<file path="src/design/assert_macros.svh">
// assertion macros shared by the uart line ring buffer rtl
`ifndef ASSERT_MACROS_SVH
`define ASSERT_MACROS_SVH

// clocked property check, disabled while reset is high
`define ULRB_ASSERT_CLK(label, clk, rst, prop, msg) \
  label: assert property (@(posedge clk) disable iff (rst) prop) else $error(msg);

// condition that must never be true at a clock edge
`define ULRB_ASSERT_NEVER(label, clk, rst, cond, msg) \
  `ULRB_ASSERT_CLK(label, clk, rst, !(cond), msg)

`endif

</file>
<file path="src/design/ulrb_pkg.sv">
// types and constants of the uart line ring buffers
`default_nettype none

package ulrb_pkg;

  // action codes
  localparam logic [2:0] ACT_RX_BYTE   = 3'd0;
  localparam logic [2:0] ACT_GET_CHAR  = 3'd1;
  localparam logic [2:0] ACT_GET_LINE  = 3'd2;
  localparam logic [2:0] ACT_PUT_CHAR  = 3'd3;
  localparam logic [2:0] ACT_TX_SLOT   = 3'd4;

  // line terminators stored as zero
  localparam logic [7:0] CHAR_CR = 8'h0D;
  localparam logic [7:0] CHAR_LF = 8'h0A;

  // saturation value of the line count
  localparam logic [7:0] LINE_COUNT_MAX = 8'hFF;

  // results of one line read, the forced final one included; data results stop one below
  localparam int unsigned MAX_RESULTS   = 64;
  localparam int unsigned LINE_CNT_W    = $clog2(MAX_RESULTS);
  localparam logic [LINE_CNT_W-1:0] LINE_DATA_MAX = LINE_CNT_W'(MAX_RESULTS - 1);

  typedef struct packed {
    logic [2:0] action;
    logic [7:0] data_byte;
  } in_t;

  typedef struct packed {
    logic [7:0] read_char;
    logic [7:0] tx_byte;
    logic       tx_valid;
    logic       rx_dropped;
    logic       tx_dropped;
    logic [7:0] lines_pending;
    logic       last;
  } out_t;

endpackage

`default_nettype wire

</file>
<file path="src/design/ulrb_ram.sv">
// generic simple dual port ram with one write port and a registered read port
`default_nettype none

module ulrb_ram #(
  parameter int unsigned WIDTH = 8,
  parameter int unsigned DEPTH = 64
) (
  input  wire logic                     clk,
  input  wire logic                     we,
  input  wire logic [$clog2(DEPTH)-1:0] waddr,
  input  wire logic [WIDTH-1:0]         wdata,
  input  wire logic                     re,
  input  wire logic [$clog2(DEPTH)-1:0] raddr,
  output logic      [WIDTH-1:0]         rdata
);

  logic [WIDTH-1:0] mem [DEPTH];

  // write port
  always_ff @(posedge clk) begin
    if (we) begin
      mem[waddr] <= wdata;
    end
  end

  // read port, data holds until the next read
  always_ff @(posedge clk) begin
    if (re) begin
      rdata <= mem[raddr];
    end
  end

endmodule

`default_nettype wire

</file>
<file path="src/design/uart_line_ring_buffers_unit.sv">
// top level of the uart line ring buffers: rx and tx rings in ram with host access
// The unit keeps an RX ring of RX_DEPTH-1 bytes and a TX ring of TX_DEPTH-1 bytes,
// each in a synchronous RAM with a registered read port. One item is worked on at
// a time. A received byte, a put char and an unknown action give their one result
// directly. A get char or a tx slot that finds its ring non-empty first waits on the
// RAM read and then gives its result; on an empty ring it gives it directly. A get
// line with a line pending is accepted, then every popped byte, the terminator
// included, takes a RAM read and then a result; when the ring runs empty or 63 data
// results have been given, a final zero result follows. A get line with no line
// pending gives its result directly. A result that waits for out_ready holds the
// item back. Every result sits in one output register, so a new item is taken while
// the last result of the previous one is being transferred.
`default_nettype none

`include "assert_macros.svh"

module uart_line_ring_buffers_unit #(
  parameter int unsigned RX_DEPTH = 64,
  parameter int unsigned TX_DEPTH = 64
) (
  input  wire logic           clk,
  input  wire logic           rst,
  input  wire logic           in_valid,
  output logic                in_ready,
  input  wire ulrb_pkg::in_t  in_data,
  output logic                out_valid,
  input  wire logic           out_ready,
  output ulrb_pkg::out_t      out_data
);

  localparam int unsigned RX_AW = $clog2(RX_DEPTH);
  localparam int unsigned TX_AW = $clog2(TX_DEPTH);

  typedef enum logic [2:0] {
    S_IDLE,
    S_CHAR,
    S_TX,
    S_LINE_RD,
    S_LINE_DATA
  } state_t;

  state_t                        state;
  logic [RX_AW-1:0]              rx_head;
  logic [RX_AW-1:0]              rx_tail;
  logic [TX_AW-1:0]              tx_head;
  logic [TX_AW-1:0]              tx_tail;
  logic [7:0]                    line_count;
  logic [ulrb_pkg::LINE_CNT_W-1:0] line_cnt;

  logic [RX_AW-1:0] rx_head_inc;
  logic [RX_AW-1:0] rx_tail_inc;
  logic [TX_AW-1:0] tx_head_inc;
  logic [TX_AW-1:0] tx_tail_inc;
  logic             rx_empty;
  logic             rx_full;
  logic             tx_empty;
  logic             tx_full;
  logic             can_emit;
  logic             in_xfer;
  logic             is_eol;
  logic             line_more;
  logic             out_load;
  logic             rx_we;
  logic [7:0]       rx_wdata;
  logic             rx_rd_en;
  logic [7:0]       rx_rdata;
  logic             tx_we;
  logic             tx_rd_en;
  logic [7:0]       tx_rdata;
  logic [7:0]       line_count_rx;

  // pack one result
  function automatic ulrb_pkg::out_t make_result(
    input logic [7:0] rc,
    input logic [7:0] txb,
    input logic       txv,
    input logic       rxd,
    input logic       txd,
    input logic [7:0] lp,
    input logic       lst
  );
    ulrb_pkg::out_t r;
    r.read_char     = rc;
    r.tx_byte       = txb;
    r.tx_valid      = txv;
    r.rx_dropped    = rxd;
    r.tx_dropped    = txd;
    r.lines_pending = lp;
    r.last          = lst;
    return r;
  endfunction

  // ring pointer arithmetic and occupancy
  always_comb begin
    rx_head_inc = (rx_head == RX_AW'(RX_DEPTH - 1)) ? '0 : rx_head + 1'b1;
    rx_tail_inc = (rx_tail == RX_AW'(RX_DEPTH - 1)) ? '0 : rx_tail + 1'b1;
    tx_head_inc = (tx_head == TX_AW'(TX_DEPTH - 1)) ? '0 : tx_head + 1'b1;
    tx_tail_inc = (tx_tail == TX_AW'(TX_DEPTH - 1)) ? '0 : tx_tail + 1'b1;
    rx_empty    = (rx_head == rx_tail);
    rx_full     = (rx_head_inc == rx_tail);
    tx_empty    = (tx_head == tx_tail);
    tx_full     = (tx_head_inc == tx_tail);
  end

  // handshake and ram control
  always_comb begin
    can_emit  = !out_valid || out_ready;
    in_ready  = (state == S_IDLE) && can_emit;
    in_xfer   = in_valid && in_ready;
    is_eol    = (in_data.data_byte == ulrb_pkg::CHAR_CR) ||
                (in_data.data_byte == ulrb_pkg::CHAR_LF);
    line_more = !rx_empty && (line_cnt != ulrb_pkg::LINE_DATA_MAX);
    rx_we     = in_xfer && (in_data.action == ulrb_pkg::ACT_RX_BYTE) && !rx_full;
    rx_wdata  = is_eol ? 8'h00 : in_data.data_byte;
    rx_rd_en  = (in_xfer && (in_data.action == ulrb_pkg::ACT_GET_CHAR) && !rx_empty) ||
                ((state == S_LINE_RD) && line_more);
    tx_we     = in_xfer && (in_data.action == ulrb_pkg::ACT_PUT_CHAR) && !tx_full;
    tx_rd_en  = in_xfer && (in_data.action == ulrb_pkg::ACT_TX_SLOT) && !tx_empty;
    line_count_rx = (rx_we && is_eol && (line_count != ulrb_pkg::LINE_COUNT_MAX)) ?
                    line_count + 8'd1 : line_count;
    // a result enters the output register this cycle
    out_load  = (in_xfer &&
                 !((in_data.action == ulrb_pkg::ACT_GET_CHAR) && !rx_empty) &&
                 !((in_data.action == ulrb_pkg::ACT_GET_LINE) && (line_count != 8'd0)) &&
                 !((in_data.action == ulrb_pkg::ACT_TX_SLOT) && !tx_empty)) ||
                (state == S_CHAR) || (state == S_TX) ||
                ((state == S_LINE_RD) && !line_more && can_emit) ||
                ((state == S_LINE_DATA) && can_emit);
  end

  // rx byte store
  ulrb_ram #(
    .WIDTH (8),
    .DEPTH (RX_DEPTH)
  ) u_rx_ram (
    .clk   (clk),
    .we    (rx_we),
    .waddr (rx_head_inc),
    .wdata (rx_wdata),
    .re    (rx_rd_en),
    .raddr (rx_tail_inc),
    .rdata (rx_rdata)
  );

  // tx byte store
  ulrb_ram #(
    .WIDTH (8),
    .DEPTH (TX_DEPTH)
  ) u_tx_ram (
    .clk   (clk),
    .we    (tx_we),
    .waddr (tx_head_inc),
    .wdata (in_data.data_byte),
    .re    (tx_rd_en),
    .raddr (tx_tail_inc),
    .rdata (tx_rdata)
  );

  // state machine, ring pointers and output register
  always_ff @(posedge clk) begin
    if (rst) begin
      state      <= S_IDLE;
      out_valid  <= 1'b0;
      rx_head    <= '0;
      rx_tail    <= '0;
      tx_head    <= '0;
      tx_tail    <= '0;
      line_count <= '0;
      line_cnt   <= '0;
    end else begin
      // set on a load, cleared once the result is transferred
      if (out_load) begin
        out_valid <= 1'b1;
      end else if (out_ready) begin
        out_valid <= 1'b0;
      end
      if (rx_we) begin
        rx_head <= rx_head_inc;
      end
      if (rx_rd_en) begin
        rx_tail <= rx_tail_inc;
      end
      if (tx_we) begin
        tx_head <= tx_head_inc;
      end
      if (tx_rd_en) begin
        tx_tail <= tx_tail_inc;
      end

      unique case (state)
        S_IDLE: begin
          if (in_xfer) begin
            unique case (in_data.action)
              ulrb_pkg::ACT_RX_BYTE: begin
                line_count <= line_count_rx;
                out_data   <= make_result(8'h00, 8'h00, 1'b0, rx_full, 1'b0,
                                          line_count_rx, 1'b1);
              end
              ulrb_pkg::ACT_GET_CHAR: begin
                if (rx_empty) begin
                  out_data  <= make_result(8'h00, 8'h00, 1'b0, 1'b0, 1'b0,
                                           line_count, 1'b1);
                end else begin
                  state <= S_CHAR;
                end
              end
              ulrb_pkg::ACT_GET_LINE: begin
                if (line_count == 8'd0) begin
                  out_data  <= make_result(8'h00, 8'h00, 1'b0, 1'b0, 1'b0,
                                           line_count, 1'b1);
                end else begin
                  line_count <= line_count - 8'd1;
                  line_cnt   <= '0;
                  state      <= S_LINE_RD;
                end
              end
              ulrb_pkg::ACT_PUT_CHAR: begin
                out_data  <= make_result(8'h00, 8'h00, 1'b0, 1'b0, tx_full,
                                         line_count, 1'b1);
              end
              ulrb_pkg::ACT_TX_SLOT: begin
                if (tx_empty) begin
                  out_data  <= make_result(8'h00, 8'h00, 1'b0, 1'b0, 1'b0,
                                           line_count, 1'b1);
                end else begin
                  state <= S_TX;
                end
              end
              default: begin
                out_data  <= make_result(8'h00, 8'h00, 1'b0, 1'b0, 1'b0,
                                         line_count, 1'b1);
              end
            endcase
          end
        end
        // output register is free here: the item was taken with the slot draining
        S_CHAR: begin
          out_data  <= make_result(rx_rdata, 8'h00, 1'b0, 1'b0, 1'b0, line_count, 1'b1);
          state     <= S_IDLE;
        end
        S_TX: begin
          out_data  <= make_result(8'h00, tx_rdata, 1'b1, 1'b0, 1'b0, line_count, 1'b1);
          state     <= S_IDLE;
        end
        // issue the next pop, or close the line when empty or at the result limit
        S_LINE_RD: begin
          if (line_more) begin
            state <= S_LINE_DATA;
          end else if (can_emit) begin
            out_data  <= make_result(8'h00, 8'h00, 1'b0, 1'b0, 1'b0, line_count, 1'b1);
            state     <= S_IDLE;
          end
        end
        // popped byte is held by the ram until the output register frees up
        S_LINE_DATA: begin
          if (can_emit) begin
            if (rx_rdata == 8'h00) begin
              out_data <= make_result(8'h00, 8'h00, 1'b0, 1'b0, 1'b0, line_count, 1'b1);
              state    <= S_IDLE;
            end else begin
              out_data <= make_result(rx_rdata, 8'h00, 1'b0, 1'b0, 1'b0, line_count, 1'b0);
              line_cnt <= line_cnt + 1'b1;
              state    <= S_LINE_RD;
            end
          end
        end
        default: begin
          state <= S_IDLE;
        end
      endcase
    end
  end

  // checks
  `ULRB_ASSERT_NEVER(a_rx_pop_empty, clk, rst, rx_rd_en && rx_empty, "rx pop from empty ring")
  `ULRB_ASSERT_NEVER(a_tx_pop_empty, clk, rst, tx_rd_en && tx_empty, "tx pop from empty ring")
  `ULRB_ASSERT_NEVER(a_rx_rw_overlap, clk, rst, rx_we && rx_rd_en, "rx write during rx read")
  `ULRB_ASSERT_NEVER(a_line_zero_data, clk, rst,
    out_valid && !out_data.last && (out_data.read_char == 8'h00), "zero byte as line data")
  `ULRB_ASSERT_CLK(a_count_sat, clk, rst,
    (line_count == ulrb_pkg::LINE_COUNT_MAX) &&
    !(in_xfer && (in_data.action == ulrb_pkg::ACT_GET_LINE)) |=>
    (line_count == ulrb_pkg::LINE_COUNT_MAX), "line count wrapped")

endmodule

`default_nettype wire
</file>
<file path="config.mk">
export PLATFORM = sky130hd
export DESIGN_NAME = uart_line_ring_buffers_unit
export DESIGN_NICKNAME = d
export VERILOG_FILES = /design/src/design/ulrb_pkg.sv /design/src/design/ulrb_ram.sv /design/src/design/uart_line_ring_buffers_unit.sv
export VERILOG_INCLUDE_DIRS = /design/src /design/src/design
export SDC_FILE = /design/constraint.sdc
export NUM_CORES = 1
export LEC_CHECK = 0
export BUFFER_PORTS_ARGS = -buffer_cell sky130_fd_sc_hd__buf_2
export CAP_MARGIN = 30
export CORE_MARGIN = 5
export CORE_UTILIZATION = 47
export CTS_CLUSTER_SIZE = 16
export DETAILED_ROUTE_END_ITERATION = 7
export SLEW_MARGIN = 20
export SYNTH_ARGS = -nofsm -noshare
export SYNTH_HDL_FRONTEND = slang
export SYNTH_HIERARCHICAL = 1
export SYNTH_SLANG_ARGS = --single-unit
</file>
<file path="constraint.sdc">
create_clock -name clk -period 3.55 [get_ports clk]
set_clock_uncertainty 0.1 [all_clocks]
set_input_delay 0.1775 -clock clk [delete_from_list [all_inputs] [get_ports clk]]
set_output_delay 0.1775 -clock clk [all_outputs]
set_load 0.02 [all_outputs]
</file>
# == Word-level counts from Yosys, hierarchy flattened ==
# Memories as Yosys holds them, arrays and structs flattened. A register that Yosys moved wholly into a read port is not among the register bits.
# Cells that the tools add are included.
# classes
bitwise_logic,1
n_reduce_logical,52
mux,40
addsub,7
n_eq_ne,36
# ops
operator,count
28-bit one-hot mux with 5 select lines,2
28-bit two-way mux,8
6-bit two-way mux,9
6-bit by 1-bit adder with 6-bit output (second input constant),5
6-bit equality test,4
6-bit equality test (second input constant),4
8-bit two-way mux,3
1-bit logical AND,23
3-bit two-way mux,7
3-bit != test (second input constant),6
3-bit one-hot mux with 3 select lines,2
8-bit by 4-bit equality test with 1-bit output (second input constant),2
8-bit logical NOT,2
8-bit one-hot mux with 2 select lines,1
2-bit != test (second input constant),7
3-bit by 2-bit equality test with 1-bit output (second input constant),4
6-bit one-hot mux with 2 select lines,1
1-bit logical NOT,9
9-bit AND reduction,1
8-bit by 1-bit adder with 8-bit output (second input constant),1
8-bit != test (second input constant),1
8-bit nonzero test,1
8-bit by 1-bit subtractor with 8-bit output (second input constant),1
1-bit logical OR,7
15 further kinds,25
# word_totals
ramBits,1024
mem_count,2
regBits,70
inputBits,15
# memory_table
memory,depth,width,read_ports,rd_ports_with_merged_regs,wr,line,rtl
u_rx_ram.mem,64,8,1,1,1,ulrb_ram.sv:17,logic [WIDTH-1:0] mem [DEPTH];
u_tx_ram.mem,64,8,1,1,1,ulrb_ram.sv:17,

# == Logic depth before layout (Yosys ltp) ==
# logic_depth
ltp_word,12
mapped_depth,13

# == Modules after synthesis ==
# Netlist, hierarchy kept.
# modules_own_cells
mod,instances,seq_area_each_um2,area_each_um2,cells_per_inst
ulrb_ram,2,15615.0,20246.9,940
uart_line_ring_buffers_unit,1,1681.6,4095.2,463

# == Worst setup path before layout ==
# OpenSTA, ideal clock, no wires.
# synth_path
path_type,reg-to-reg
from,register rx_head[0]
to,memory u_rx_ram.mem[62][0] (enable)
path_stages_with_launch,11
setup_ps,370
slack_ps,-6
synth_period_minus_slack_ps,3556
arrival_time_ps,3086
n_path_buf,1
path_cell_list,dfxtp_1 > ha_1 > buf_2 > nand3_1 > o211a_1 > o21ai_0 > a2111oi_4 > a211oi_2 > nor2b_1 > nand3_1 > nor2_1
# synth_via
elab_chain_len,7
word_cells_on_any_way,8
# synth_lines
item,line,rtl
start: declaration,uart_line_ring_buffers_unit.sv:43,logic [RX_AW-1:0] rx_head;
start signal: assignment,uart_line_ring_buffers_unit.sv:178,rx_head <= rx_head_inc;
6-bit by 1-bit adder with 6-bit output or 6-bit equality test (tied branches),uart_line_ring_buffers_unit.sv:95,rx_head_inc = (rx_head == RX_AW'(RX_DEPTH - 1)) ? '0 : rx_head + 1'b1;
6-bit two-way mux (*),uart_line_ring_buffers_unit.sv:95,
6-bit equality test (*),uart_line_ring_buffers_unit.sv:100,rx_full = (rx_head_inc == rx_tail);
1-bit logical NOT (*),uart_line_ring_buffers_unit.sv:113,rx_we = in_xfer && (in_data.action == ulrb_pkg::ACT_RX_BYTE) && !rx_full;
1-bit logical AND (*),uart_line_ring_buffers_unit.sv:113,
via rx_we,uart_line_ring_buffers_unit.sv:63,logic rx_we;
1-bit two-way mux (*),ulrb_ram.sv:21,if (we) begin
1-bit two-way mux (implied by the code) (*),ulrb_ram.sv:22,mem[waddr] <= wdata;
end: declaration,ulrb_ram.sv:17,
# Mark *: on every way through the listed nets, which the timed path passes. The rest lies on a longest branch.

# == Worst setup path after layout ==
# layout_path
from,register rx_head[1]
to,memory u_rx_ram.mem[45][4] (enable)
# Same word-level chain as after synthesis.

==> flow_metrics.env <==
export IMPL_use_met2=0.3444
export IMPL_drt_iter0_drc=2256
export IMPL_start_kind="register"
export IMPL_crit_path_max_fanout=8
export IMPL_ys_seq_area_frac=0.7381
export IMPL_place_ws_ps=-34.41
export IMPL_root_buffer="clkbuf_16"
export IMPL_start_util=0.4714
export IMPL_grt_max_degree=92
export IMPL_cts_num_sinks=1110
export IMPL_num_nets_final=2666
export IMPL_synth_cell_types=72
export IMPL_synth_top_flop_cell="edfxtp_1"
export IMPL_clk_transition_reported_paths_ps=60
export IMPL_final_cell_mix="edfxtp_1 (1,068), mux4_2 (252), buf_4 (245)"
export IMPL_grt_pass1_wl_um=158100
export IMPL_dieArea_sq_um=101100
export IMPL_critical_path_required_ps=3760
export IMPL_hold_worst_slack_ps=95.11
export IMPL_setup_worst_path_end="u_rx_ram/mem[45][4]"
export IMPL_avgSynthCellArea_sq_um=19.03
export IMPL_worstPathArrival_ps=3660
export IMPL_netlist_area_sq_um=44590
export IMPL_max_cap_violations=0
export IMPL_post_drt_wl_per_cell_um=26.52
export IMPL_antenna_left=0
export IMPL_r2r_slack_ps=100
export IMPL_hp_class="input pin to register"
export IMPL_fin_util=0.5483
export IMPL_hold_viol_final=0
export IMPL_setup_viol=0
export IMPL_coreArea_sq_um=94590
export IMPL_viasPerCell=5.850
export IMPL_tightest_slew_ps=910.8
export IMPL_port_buffer_count=44
export IMPL_layout_drive_gt1_share=0.2893
export IMPL_period_share=0.9729
export IMPL_via_count=23430
export IMPL_firstDrtPassIters=5
export IMPL_place_congestion=0.8576
export IMPL_die_y_um=318.0
export IMPL_clkLatencyLatePin_ps=710
export IMPL_syn_nets=2366
export IMPL_async_reset_ff_frac=0
export IMPL_p_leak_nw=16.71
export IMPL_antenna_found_initial=0
export IMPL_synth_edf_count=1068
export IMPL_cts_tree="yes"
export IMPL_yosysWarnings=6
export IMPL_h_tree_depth=3
export IMPL_grt_use_total=0.2061
export IMPL_grt_util_met3=0.02913
export IMPL_status="finished, final reports clean"
export IMPL_hold_path_cell_count=4
export IMPL_irDropWorstVdd_mv=0.4120
export IMPL_busiest_layer="met2"
export IMPL_die_w_um=318.0
export IMPL_num_rows=113
export IMPL_use_met1=0.2816
export IMPL_r2r_worst_path_cells=9
export IMPL_grt_pass1_vias=23800
export IMPL_relSlewSlack=0.3906
export IMPL_io_pin_count=45
export IMPL_timing_rr_end="u_rx_ram/mem[45][4]"
export IMPL_rsz0062_at_grt="true"
export IMPL_drc=0
export IMPL_netlist_instances=2343
export IMPL_dp_hpwl_um=68210
export IMPL_layout_setup_ws_ps=96.38
export IMPL_routed_wirelength_um=106200
export IMPL_min_period_ps=3454
export IMPL_drv_slew=0
export IMPL_max_freq_mhz=289.6
export IMPL_gr_total_overflow=0
export IMPL_area_delta_synth_final_pct=16.31
export IMPL_clockBufferDepth=3
export IMPL_power_density_nw_per_um2=509.3
export IMPL_critical_path_class="register to register"
export IMPL_final_common_cell="edfxtp_1"
export IMPL_cp_end_kind="register"
export IMPL_numCtsBuffers=111
export IMPL_rr_startpoint="rx_head[1]"
export IMPL_synth_seq_cells=1110
export IMPL_worstSetupStartpoint="rx_head[1]"
==> worst min path at each step <==
stage	end	startpoint	slack, ps
floorplan	u_tx_ram/mem[0][0]	in_data[0]	180
global placement	line_cnt[2]	line_cnt[2]	390
detailed placement	out_data[14]	u_tx_ram/rdata[2]	410
CTS	state[2]	out_ready	50
global route	state[2]	out_ready	170
finish	state[2]	out_ready	100
==> cells in the mapped netlist (all sizes together) (12+ instances only) <==
library cell	n	area, sq um
a211oi	14	110.1
a21oi	25	128.9
a221oi	12	105.1
a31oi	13	81.33
and2	22	137.6
buf	71	523.0
clkbuf	61	230.2
dfxtp	42	840.8
edfxtp	1068	32070
mux2	29	326.6
mux2i	57	570.6
mux4	252	5675
nand2	75	284.0
nand2b	16	100.1
nand3	46	230.2
nor2	213	799.5
nor2b	37	231.5
nor3	35	175.2
o21ai	27	135.1
o221ai	17	148.9
o22ai	17	106.4
xnor2	24	210.2
xor2	19	166.4
==> metrics by stage <==
stage / total power [mW] / cells / area [sq um] / TNS (ps)
after CTS: 26.63 / 3995 / 51650 / 0
final: 26.41 / 4004 / 51860 / 0
after floorplan: 14.92 / 2343 / 44600 / 0
after global placement: 15.22 / 3771 / 47880 / -23.46
after global routing: 27.26 / 4003 / 51860 / -886.0
after detailed placement: 15.24 / 3773 / 47940 / -49.01
==> registers in the layout (all words and copies together) (netlist names) <==
name,flops
u_rx_ram/mem,512
u_tx_ram/mem,512
out_data,28
line_count,8
u_rx_ram/rdata,8
u_tx_ram/rdata,8
line_cnt,6
rx_head,6
rx_tail,6
tx_head,6
tx_tail,6
state,3
out_valid,1
==> where the power goes <==
part | leakage (nW) | internal (mW) | switching [mW] | total [mW]
combinational | 5.04 | 0.167 | 0.415 | 0.582
sequential | 9.95 | 14.4 | 0.0137 | 14.4
clock | 1.72 | 6.57 | 4.88 | 11.4
==> cells by family (layout without fill, tap and decap cells) <==
group                      count (synthesis)  count (layout)  synth area share
muxes                                    338             338            0.1474
other                                      0               1                 0
DFF                                     1110            1110            0.7381
adders and majority gates                  8               8          0.002245
buffers and inverters                    143             538           0.01782
xor gates and xnor gates                  43              43          0.008446
AOI/OAI and AO/OA                        198             198           0.03292
and+or+nand+nor                          503             503           0.05306
==> critical path, cell delays in order, from the launching register on <==
cell and delay (ps):
dfxtp_1 330, ha_1 210, nand3_1 120, o211a_1 260
o21ai_0 320, a2111oi_4 140, a211oi_4 420, buf_4 220
nand3_1 210, nor2_1 730
==> timing repair <==
action | 4_1_cts | 5_1_grt
pin swaps | 1 | 3
endpoints found under the hold margin | 174 | 0
endpoints found under the setup margin | 10 | 190
buffers inserted | 0 | 2
hold buffers | 14 | 0
gates cloned | 0 | 4
resized for setup | 2 | 20
==> final cells by class <==
class	instances	area, sq um
Sequential cell	1110	32910
Clock inverter	62	586.8
Tap cell	1265	1583
Timing Repair Buffer	319	2614
Clock buffer	146	2982
Antenna cell	1	2.502
Multi-Input combinational cell	1090	11140
Inverter	11	41.29
Fill cell	7206	42720
==> routing by layer <==
metal	part of all wire	wire, um
met1	0.40	42940
met2	0.50	52840
met3	0.059	6250
met4	0.039	4134
met5	0	0
(Power assumes the default switching activity.)
